==> config.mk <==
export PLATFORM = sky130hd
export DESIGN_NAME = epoch_seconds_to_calendar
export DESIGN_NICKNAME = d
export VERILOG_FILES = /design/src/rtl/esc_pkg.sv /design/src/rtl/esc_ctrl.sv /design/src/rtl/esc_dp.sv /design/src/rtl/epoch_seconds_to_calendar.sv
export SDC_FILE = /design/constraint.sdc
export NUM_CORES = 1
export LEC_CHECK = 0
export ABC_AREA = 1
export BUFFER_PORTS_ARGS = -buffer_cell sky130_fd_sc_hd__buf_2
export CORE_MARGIN = 8
export CORE_UTILIZATION = 60
export DETAILED_ROUTE_END_ITERATION = 8
export GPL_TIMING_DRIVEN = 0
export PLACE_DENSITY = 0.77
export SLEW_MARGIN = 20
export SYNTH_ARGS = -nofsm -noshare
export SYNTH_HDL_FRONTEND = slang
export SYNTH_SLANG_ARGS = --single-unit
export TNS_END_PERCENT = 1
==> constraint.sdc <==
create_clock -name clk_i -period 19.96 [get_ports clk_i]
set_clock_uncertainty 0.15 [all_clocks]
set_input_delay 1.996 -clock clk_i [delete_from_list [all_inputs] [get_ports clk_i]]
set_output_delay 1.996 -clock clk_i [all_outputs]
set_load 0.02 [all_outputs]
==> src/rtl/esc_pkg.sv <==
package esc_pkg;

  localparam logic [11:0] BaseYear  = 12'd1970;
  localparam logic [16:0] OffsetRst = 17'd28800;

  // floor(2^32 / d): the product's upper word is the quotient or one below it
  localparam logic [27:0] Recip60 = 28'd71582788;
  localparam logic [27:0] Recip24 = 28'd178956970;

  typedef enum logic [1:0] {
    DIV_SEC,
    DIV_MIN,
    DIV_HOUR
  } div_sel_e;

  typedef enum logic [2:0] {
    S_IDLE,
    S_MUL,
    S_FIX,
    S_YEAR,
    S_MONTH
  } state_e;

  typedef struct packed {
    logic     load;
    logic     mul;
    logic     fix;
    div_sel_e sel;
    logic     year_step;
    logic     month_step;
    logic     out_load;
  } cmd_t;

  typedef struct packed {
    logic year_more;
    logic month_more;
  } sts_t;

  // years reachable from a 32-bit count are 1970..2106, where 2100 is the only
  // multiple of four that is not a leap year
  function automatic logic is_leap(input logic [11:0] y);
    return (y[1:0] == 2'd0) && (y != 12'd2100);
  endfunction

  function automatic logic [4:0] month_len(input logic leap, input logic [3:0] m);
    logic [4:0] len;
    case (m)
      4'd1:                      len = leap ? 5'd29 : 5'd28;
      4'd3, 4'd5, 4'd8, 4'd10:   len = 5'd30;
      default:                   len = 5'd31;
    endcase
    return len;
  endfunction

endpackage

==> src/rtl/esc_ctrl.sv <==
module esc_ctrl (
  input  logic          clk_i,
  input  logic          rst_ni,
  input  logic          s_valid_i,
  output logic          s_ready_o,
  output logic          m_valid_o,
  input  logic          m_ready_i,
  output esc_pkg::cmd_t cmd_o,
  input  esc_pkg::sts_t sts_i
);
  import esc_pkg::*;

  state_e   state_q, state_d;
  div_sel_e sel_q, sel_d;
  logic     out_valid_q, out_valid_d;

  always_ff @(posedge clk_i or negedge rst_ni) begin
    if (!rst_ni) begin
      state_q     <= S_IDLE;
      sel_q       <= DIV_SEC;
      out_valid_q <= 1'b0;
    end else begin
      state_q     <= state_d;
      sel_q       <= sel_d;
      out_valid_q <= out_valid_d;
    end
  end

  always_comb begin
    state_d    = state_q;
    sel_d      = sel_q;
    cmd_o      = '0;
    cmd_o.sel  = sel_q;
    s_ready_o  = 1'b0;
    case (state_q)
      S_IDLE: begin
        s_ready_o = 1'b1;
        if (s_valid_i) begin
          cmd_o.load = 1'b1;
          sel_d      = DIV_SEC;
          state_d    = S_MUL;
        end
      end
      S_MUL: begin
        cmd_o.mul = 1'b1;
        state_d   = S_FIX;
      end
      S_FIX: begin
        cmd_o.fix = 1'b1;
        case (sel_q)
          DIV_SEC: begin
            sel_d   = DIV_MIN;
            state_d = S_MUL;
          end
          DIV_MIN: begin
            sel_d   = DIV_HOUR;
            state_d = S_MUL;
          end
          default: state_d = S_YEAR;
        endcase
      end
      S_YEAR: begin
        if (sts_i.year_more) cmd_o.year_step = 1'b1;
        else state_d = S_MONTH;
      end
      S_MONTH: begin
        if (sts_i.month_more) begin
          cmd_o.month_step = 1'b1;
        end else if (!out_valid_q || m_ready_i) begin
          cmd_o.out_load = 1'b1;
          state_d        = S_IDLE;
        end
      end
      default: state_d = S_IDLE;
    endcase
  end

  always_comb begin
    out_valid_d = out_valid_q;
    if (m_ready_i) out_valid_d = 1'b0;
    if (cmd_o.out_load) out_valid_d = 1'b1;
  end

  assign m_valid_o = out_valid_q;

`ifndef NO_ASSERTIONS
  a_no_overwrite: assert property (@(posedge clk_i) disable iff (!rst_ni)
    cmd_o.out_load |-> (!out_valid_q || m_ready_i))
    else $error("result register overwritten");
  a_load_done: assert property (@(posedge clk_i) disable iff (!rst_ni)
    cmd_o.out_load |-> (!sts_i.month_more && state_q == S_MONTH))
    else $error("result loaded before month walk finished");
  a_accept_starts: assert property (@(posedge clk_i) disable iff (!rst_ni)
    (s_valid_i && s_ready_o) |=> (state_q == S_MUL && sel_q == DIV_SEC))
    else $error("accepted transfer did not start conversion");
`endif

endmodule

==> src/rtl/esc_dp.sv <==
module esc_dp (
  input  logic          clk_i,
  input  logic          rst_ni,
  input  logic          cfg_we_i,
  input  logic [16:0]   cfg_data_i,
  input  logic [31:0]   epoch_i,
  input  esc_pkg::cmd_t cmd_i,
  output esc_pkg::sts_t sts_o,
  output logic [39:0]   result_o
);
  import esc_pkg::*;

  logic [16:0] offset_q;
  logic [31:0] x_q;
  logic [59:0] prod_q;
  logic [5:0]  sec_q, min_q;
  logic [4:0]  hour_q;
  logic [15:0] days_q;
  logic [11:0] year_q;
  logic [3:0]  mon_q;
  logic [39:0] out_q;

  logic signed [33:0] sum;
  logic [31:0] clamped;
  logic [27:0] recip, quot, quot_fix;
  logic [5:0]  divisor, rem_fix;
  logic [31:0] qd, rem;
  logic        rem_ge;
  logic        leap;
  logic [8:0]  year_len;
  logic [4:0]  mlen;

  always_ff @(posedge clk_i or negedge rst_ni) begin
    if (!rst_ni) offset_q <= OffsetRst;
    else if (cfg_we_i) offset_q <= cfg_data_i;
  end

  // epoch plus signed offset, clamped to the unsigned 32-bit range
  assign sum = $signed({2'b00, epoch_i}) + $signed({{17{offset_q[16]}}, offset_q});
  always_comb begin
    if (sum[33]) clamped = '0;
    else if (sum[32]) clamped = '1;
    else clamped = sum[31:0];
  end

  always_comb begin
    case (cmd_i.sel)
      DIV_HOUR: begin
        recip   = Recip24;
        divisor = 6'd24;
      end
      default: begin
        recip   = Recip60;
        divisor = 6'd60;
      end
    endcase
  end

  assign quot     = prod_q[59:32];
  assign qd       = {4'b0, quot} * {26'b0, divisor};
  assign rem      = x_q - qd;
  assign rem_ge   = rem[6:0] >= {1'b0, divisor};
  assign rem_fix  = rem_ge ? rem[5:0] - divisor : rem[5:0];
  assign quot_fix = rem_ge ? quot + 28'd1 : quot;

  assign leap     = is_leap(year_q);
  assign year_len = leap ? 9'd366 : 9'd365;
  assign mlen     = month_len(leap, mon_q);

  assign sts_o.year_more  = days_q >= {7'b0, year_len};
  assign sts_o.month_more = (mon_q < 4'd11) && (days_q >= {11'b0, mlen});

  always_ff @(posedge clk_i) begin
    if (cmd_i.load) begin
      x_q    <= clamped;
      year_q <= BaseYear;
      mon_q  <= '0;
    end
    if (cmd_i.mul) prod_q <= {28'b0, x_q} * {32'b0, recip};
    if (cmd_i.fix) begin
      case (cmd_i.sel)
        DIV_SEC: begin
          sec_q <= rem_fix;
          x_q   <= {4'b0, quot_fix};
        end
        DIV_MIN: begin
          min_q <= rem_fix;
          x_q   <= {4'b0, quot_fix};
        end
        default: begin
          hour_q <= rem_fix[4:0];
          days_q <= quot_fix[15:0];
        end
      endcase
    end
    if (cmd_i.year_step) begin
      days_q <= days_q - {7'b0, year_len};
      year_q <= year_q + 12'd1;
    end
    if (cmd_i.month_step) begin
      days_q <= days_q - {11'b0, mlen};
      mon_q  <= mon_q + 4'd1;
    end
    if (cmd_i.out_load) begin
      out_q <= {2'b00, sec_q, min_q, hour_q, days_q[4:0] + 5'd1, mon_q + 4'd1, year_q};
    end
  end

  assign result_o = out_q;

endmodule

==> src/rtl/epoch_seconds_to_calendar.sv <==
// Seconds-since-1970 to Gregorian calendar converter.
// Input stream: one 32-bit epoch count per transfer on s_axis. The zone offset
// register (17-bit two's complement seconds, written over cfg_valid/cfg_data)
// is added first and the sum is clamped to 0 .. 2^32-1.
// Output stream: one result per input on m_axis, fields from bit 0 up: year,
// month (1..12), day (1..31), hour, minute, second.
// Steps: accept, three divisions by 60, 60 and 24 (a shared reciprocal
// multiplier, a multiply and a fix step each), one step per whole year
// removed (up to 136), one per whole month (up to 11), then the output
// register load, which waits while the previous result is still held.
// One item is converted at a time; s_axis_tready is high only while idle.
// The finished result sits in an output register, so the next item is taken
// while the previous result still waits on a stalled receiver; if a newer
// result is ready before the old one is taken, the converter holds it.
// Reset clears the control state, empties the output and sets the zone offset to 28800
// seconds. Configuration is always ready; the user writes it only while idle (unchecked).
module epoch_seconds_to_calendar (
  input  logic        clk_i,
  input  logic        rst_ni,
  input  logic        cfg_valid_i,
  output logic        cfg_ready_o,
  input  logic [16:0] cfg_data_i,     // zone_offset_seconds
  input  logic        s_axis_tvalid_i,
  output logic        s_axis_tready_o,
  input  logic [31:0] s_axis_tdata_i, // epoch_seconds
  output logic        m_axis_tvalid_o,
  input  logic        m_axis_tready_i,
  output logic [39:0] m_axis_tdata_o  // year, month, day, hour, minute, second_of_minute
);
  import esc_pkg::*;

  cmd_t cmd;
  sts_t sts;

  assign cfg_ready_o = 1'b1;

  esc_ctrl u_ctrl (
    .clk_i     (clk_i),
    .rst_ni    (rst_ni),
    .s_valid_i (s_axis_tvalid_i),
    .s_ready_o (s_axis_tready_o),
    .m_valid_o (m_axis_tvalid_o),
    .m_ready_i (m_axis_tready_i),
    .cmd_o     (cmd),
    .sts_i     (sts)
  );

  esc_dp u_dp (
    .clk_i      (clk_i),
    .rst_ni     (rst_ni),
    .cfg_we_i   (cfg_valid_i),
    .cfg_data_i (cfg_data_i),
    .epoch_i    (s_axis_tdata_i),
    .cmd_i      (cmd),
    .sts_o      (sts),
    .result_o   (m_axis_tdata_o)
  );

endmodule

==> results of run 1 <==
-- cell type report --
cell class / instances / area (µm²) / area share
clock buffers: 17 / 425.4 / 0.01314
well taps: 672 / 840.8 / 0.02597
clock inverters: 15 / 209.0 / 0.006454
multi-input cells: 2477 / 21610 / 0.6676
plain buffers: 68 / 354.1 / 0.01094
repair buffers: 96 / 503.0 / 0.01554
inverters: 1000 / 3754 / 0.1159
flip-flops and latches: 170 / 4674 / 0.1444
-- logic make-up (layout without fill, tap and decap cells) --
family | after synthesis | in the layout | synth area share
buffers and inverters | 1068 | 1196 | 0.1374
AND/OR/NAND/NOR | 1048 | 1048 | 0.1483
adder cells (fa/ha/maj) | 793 | 793 | 0.4507
AO/OA/AOI/OAI | 393 | 393 | 0.07338
flip-flops | 170 | 170 | 0.1564
XOR/XNOR | 94 | 94 | 0.02754
multiplexers | 16 | 16 | 0.005986
other | 2 | 133 | 0.0002512
-- sequential cells by signal (all words and copies together) (netlist names) --
name	flops
u_ctrl.sel_q	2
u_dp.result_o	38
u_dp.sec_q	6
u_dp.x_q	32
u_dp.min_q	6
u_dp.mon_q	4
u_dp.offset_q	17
u_ctrl.state_q	3
u_ctrl.m_valid_o	1
u_dp.hour_q	5
u_dp.days_q	16
u_dp.year_q	12
u_dp.prod_q	28
-- per-stage QoR --
step	cell area, µm²	hold WS [ps]
6_report	32370	269.7
5_1_grt	32370	271.4
4_1_cts	32370	270.1
3_5_place_dp	31740	254.5
3_3_place_gp	31680	250.7
2_1_floorplan	30380	250.3
-- worst max path at each step --
stage	depth (start not counted)	slack, ps	from	end
after floorplan	30	13240	u_ctrl.sel_q[0]$_DFFE_PN0P_	u_dp.prod_q[47]$_DFFE_PP_
after global placement	30	11500	u_ctrl.sel_q[0]$_DFFE_PN0P_	u_dp.prod_q[47]$_DFFE_PP_
after detailed placement	30	11450	u_ctrl.sel_q[0]$_DFFE_PN0P_	u_dp.prod_q[47]$_DFFE_PP_
after CTS	30	11390	u_ctrl.sel_q[0]$_DFFE_PN0P_	u_dp.prod_q[47]$_DFFE_PP_
after global routing	30	10990	u_ctrl.sel_q[0]$_DFFE_PN0P_	u_dp.prod_q[47]$_DFFE_PP_
final	30	11350	u_ctrl.sel_q[0]$_DFFE_PN0P_	u_dp.prod_q[47]$_DFFE_PP_
-- cells in the mapped netlist, drive strengths merged (2+ instances only) --
library cell / number
a211oi: 4
o21ai: 168
o221ai: 3
a21o: 9
xor2: 69
conb: 2
inv: 999
a31oi: 15
nand4: 30
ha: 320
o21bai: 16
fa: 473
clkbuf: 41
o211ai: 24
or2: 6
nor3b: 3
dfxtp: 32
o21a: 6
nor4: 14
nand2: 544
edfxtp: 115
a21boi: 4
dfstp: 4
a21oi: 136
and3: 2
buf: 27
nand3: 121
dfrtp: 19
nor2: 288
o22ai: 3
nor3: 38
mux2: 15
xnor2: 25
-- routing by layer --
layer / vias up / routed length, µm / share of wire / global-route usage
met2: 908 / 40720 / 0.48 / 0.5203
met1: 11610 / 33040 / 0.39 / 0.3860
met3: 221 / 7298 / 0.086 / 0.06361
met5: - / 0 / 0 / 0
met4: 0 / 4060 / 0.048 / 0.1413
li1: 11260 / - / - / -
-- worst reg2reg max path: cells and delay by family, from the launching register on --
kind,cells,cell delay [ps]
XOR/XNOR,1,170
adder cells (fa/ha/maj),8,3860
buffers and inverters,9,1930
flip-flops,1,480
AO/OA/AOI/OAI,2,580
AND/OR/NAND/NOR,10,1180
==> out/qor.yml, run 1 <==
outcome:
  status: "finished, final reports clean"
placement:
  post-place-ws_ps: 11450
  gp_congestion: 1.017
  portBuffers: 92
  dp_hpwl_mm: 75.39
  placed_cells: 4483
critical_path:
  worst-path-buf-inv: 9
  timing.rr.end: "u_dp.prod_q[47]$_DFFE_PP_"
  crit_top_cell: "fa_1"
  path_delay_family: "adder cells"
  max_stage_delay_ps: 640
  critPathCaptureType: "flop"
  arrival_ps: 8700
  cp_data_required_time_ps: 20050
  rrSetupSlack_ps: 11350
  start_kind: "flop"
  path_class: "reg2reg"
  slowest_stage: "clkbuf_1"
  r2r-start: "u_ctrl.sel_q[0]$_DFFE_PN0P_"
  ff2ff_path_depth: 30
  critical_path_peak_fanout: 10
synthesis:
  netlist_area_um2: 29890
  ys_seq_area_frac: 0.1564
  synth_area_leaders: "fa_1, ha_1, inv_1, edfxtp_1, nand2_1"
  ys.flop_type: "edfxtp_1"
  yosys.area.top_type_share: 0.3168
  synth_edf_count: 115
  synth_area_leader_cell: "fa_1"
  synthCells: 3584
  syn_avg_cell_area_um2: 8.340
  async_reset_ff_frac: 0.1353
  ys_warn_count: 0
  synth-seq-cells: 170
  synth_cell_types: 59
die:
  initial_core_util: 0.6019
  die_x_um: 239.2
  io_pins: 97
  core_region_area_um2: 49660
  rows: 82
  dieArea_um2: 57220
  die_height_um: 239.2
route:
  wl_per_cell_um: 18.85
  via_count: 24000
  drc: 0
  drt-total-wl_mm: 85.11
  first_iter_violations: 1993
  first_pass_iters: 6
  drtAntennaViolNets: 0
  viasPerCell: 5.317
layout:
  fin_nets: 4677
  final_util: 0.6519
  layout_commonest_cell: "inv_1"
  final_cell_mix: "inv_1, nand2_1, fa_1"
  drive_above_1_share: 0.05725
  antennaDiodeCount: 0
  fillers: 4317
  finalNonFillerCells: 4515
  syn2layout_area_growth_pct: 8.305
global_routing:
  grt_pass1_wl_mm: 136.1
  antenna_found_initial: 0
  gr-total-overflow: 0
  grt_pass1_vias: 25690
  grt_util_all_layers: 0.3109
  grt_max_degree: 30
clock_tree:
  cts_tree: "built"
  postCtsHoldBufs: 0
  cts_resized: 0
  clock_latency_ps: 500
  clkSinkCount: 170
  post-cts-setup-buffers: 0
  clk_pin_slew_worst_paths_ps: 90
  clk_path_buf_depth: 2
  cts_htree_levels: 4
  numCtsBuffers: 17
  root_buffer: "clkbuf_16"
sta:
  drv_slew: 0
  finalSetupTns_ps: 0
  setup_viol: 0
  relSlewSlack: 0.2843
  worst_pin_slew_ps: 1062
  layout_setup_ws_ps: 11350
  finalCriticalPeriod_ps: 8607
  finalHoldViolCount: 0
  rsz0062_at_grt: "false"
  post-route-period-util: 0.4312
  clock.fmax_mhz: 116.2
job:
  max_cap_viol_count: 0
worst_hold_path:
  hold_class: "reg2reg"
  worstHoldStart: "u_dp.sec_q[0]$_DFFE_PP_"
  whs_endpoint: "u_dp.result_o[32]$_DFFE_PP_"
  holdPathStages: 0
Power of run 1 is left out: the tool's default activity adds up to more than one toggle a clock period on the data nets, which glitch-free logic cannot reach.
==> run 2: changes to the inputs <==
clock period = 8.9 ns   (was 19.96 ns; I/O delays follow)
==> run 2 against run 1 <==
  * Die area stayed put
  * Setup slack got worse by 11000 ps
  * Utilization is essentially flat
  * First-iteration DRC count up 0.20%
  * Via count is essentially flat
  * Sequential cell count is the same
  * Hold slack worse by 65 ps
  * Non-clock buffer count unchanged
  * Critical path depth down 2
  * Critical path type unchanged
==> out/qor.yml, run 2 (synthesis results as in run 1) <==
sta:
  drv_slew: 0
  finalHoldViolCount: 0
  hold_ws_ps: 205.2
  rsz0062_at_grt: "false"
  clock.fmax_mhz: 117.1
  finalCriticalPeriod_ps: 8538
  worst_pin_slew_ps: 1062
  setup_viol: 0
  finalSetupTns_ps: 0
  post-route-period-util: 0.9593
  relSlewSlack: 0.2848
  layout_setup_ws_ps: 362.1
global_routing:
  gr-total-overflow: 0
  grt_pass1_vias: 25690
  grt_pass1_wl_mm: 136.1
  grt_max_degree: 30
  antenna_found_initial: 0
  grt_util_all_layers: 0.3109
placement:
  post-place-ws_ps: 390.3
  gp_congestion: 1.017
  dpl_cell_area_um2: 31740
  portBuffers: 92
  dp_hpwl_mm: 75.39
clock_tree:
  clk_pin_slew_worst_paths_ps: 90
  clock_latency_ps: 500
  clkSinkCount: 170
  cts_htree_levels: 4
  cts_tree: "built"
  post-cts-setup-buffers: 0
  numCtsBuffers: 17
  postCtsHoldBufs: 0
  root_buffer: "clkbuf_16"
  clk_path_buf_depth: 2
route:
  drt-total-wl_mm: 85.16
  first_pass_iters: 6
  drc: 0
  via_count: 24010
  wl_per_cell_um: 18.86
  viasPerCell: 5.317
  drtAntennaViolNets: 0
  first_iter_violations: 1997
outcome:
  status: "finished, final reports clean"
critical_path:
  path_class: "reg2reg"
  slowest_stage: "clkbuf_1"
  r2r-start: "u_ctrl.sel_q[0]$_DFFE_PN0P_"
  rrSetupSlack_ps: 360
  start_kind: "flop"
  max_stage_delay_ps: 580
  critPathCaptureType: "flop"
  ff2ff_path_depth: 28
  arrival_ps: 8630
  critical_path_peak_fanout: 10
  crit_top_cell: "fa_1"
  timing.rr.end: "u_dp.prod_q[53]$_DFFE_PP_"
  cp_data_required_time_ps: 8990
die:
  dieArea_um2: 57220
  rows: 82
  initial_core_util: 0.6019
  io_pins: 97
  core_region_area_um2: 49660
  die_x_um: 239.2
  die_height_um: 239.2
layout:
  largest_reg_flops: 38
  ff_latch_area_um2: 4674
  final_cell_mix: "inv_1, nand2_1, fa_1"
  antennaDiodeCount: 0
  fillers: 4316
  drive_above_1_share: 0.05751
  layout_commonest_cell: "inv_1"
  fin_area_um2: 32370
  fin_nets: 4677
  syn2layout_area_growth_pct: 8.309
  multiInputGateArea_um2: 21610
job:
  max_cap_viol_count: 0
worst_hold_path:
  hold_class: "in2async"
## run 2: how the worst max path moves through the flow
stage          slack [ps]                         to  depth (start not counted)                        start
2_1_floorplan        2180  u_dp.prod_q[47]$_DFFE_PP_                         30  u_ctrl.sel_q[0]$_DFFE_PN0P_
3_3_place_gp          440  u_dp.prod_q[47]$_DFFE_PP_                         30  u_ctrl.sel_q[0]$_DFFE_PN0P_
3_5_place_dp          390  u_dp.prod_q[47]$_DFFE_PP_                         30  u_ctrl.sel_q[0]$_DFFE_PN0P_
4_1_cts               330  u_dp.prod_q[47]$_DFFE_PP_                         30  u_ctrl.sel_q[0]$_DFFE_PN0P_
5_1_grt                80  u_dp.prod_q[47]$_DFFE_PP_                         30  u_ctrl.sel_q[0]$_DFFE_PN0P_
6_report              360  u_dp.prod_q[53]$_DFFE_PP_                         28  u_ctrl.sel_q[0]$_DFFE_PN0P_
## run 2: what timing repair did
action                                 4_1_cts  5_1_grt
endpoints found under the hold margin        0        0
setup endpoints to repair                    0        2
resized for setup                            0        2
## run 2: final cells by class
| class | instances | share of cell area |
|---|---|---|
| multi-input cells | 2477 | 0.6676 |
| inverters | 1000 | 0.1159 |
| plain buffers | 68 | 0.01098 |
| clock inverters | 15 | 0.006454 |
| well taps | 672 | 0.02597 |
| clock buffers | 17 | 0.01314 |
| flip-flops and latches | 170 | 0.1444 |
| repair buffers | 96 | 0.01554 |
## run 2: metrics by stage
stage,utilization,std cells
finish,0.6520,4515
floorplan,-,3715
global route,0.6520,4515
CTS,0.6519,4515
global placement,0.6381,4479
detailed placement,0.6392,4483
## run 2: metal layers
layer  track usage  wire (µm)
met1        0.3860      33260
met2        0.5203      40660
met3       0.06361       7142
met4        0.1413       4087
met5             0          0
## run 2: worst max-delay path, delay by kind of cell, from the launching register on
family,cells,cell delay [ps]
AOI/OAI and AO/OA,2,600
DFF,1,480
and+or+nand+nor,9,1250
adders and majority gates,8,3890
buffers and inverters,9,1880
Power of run 2 is left out for the same reason.
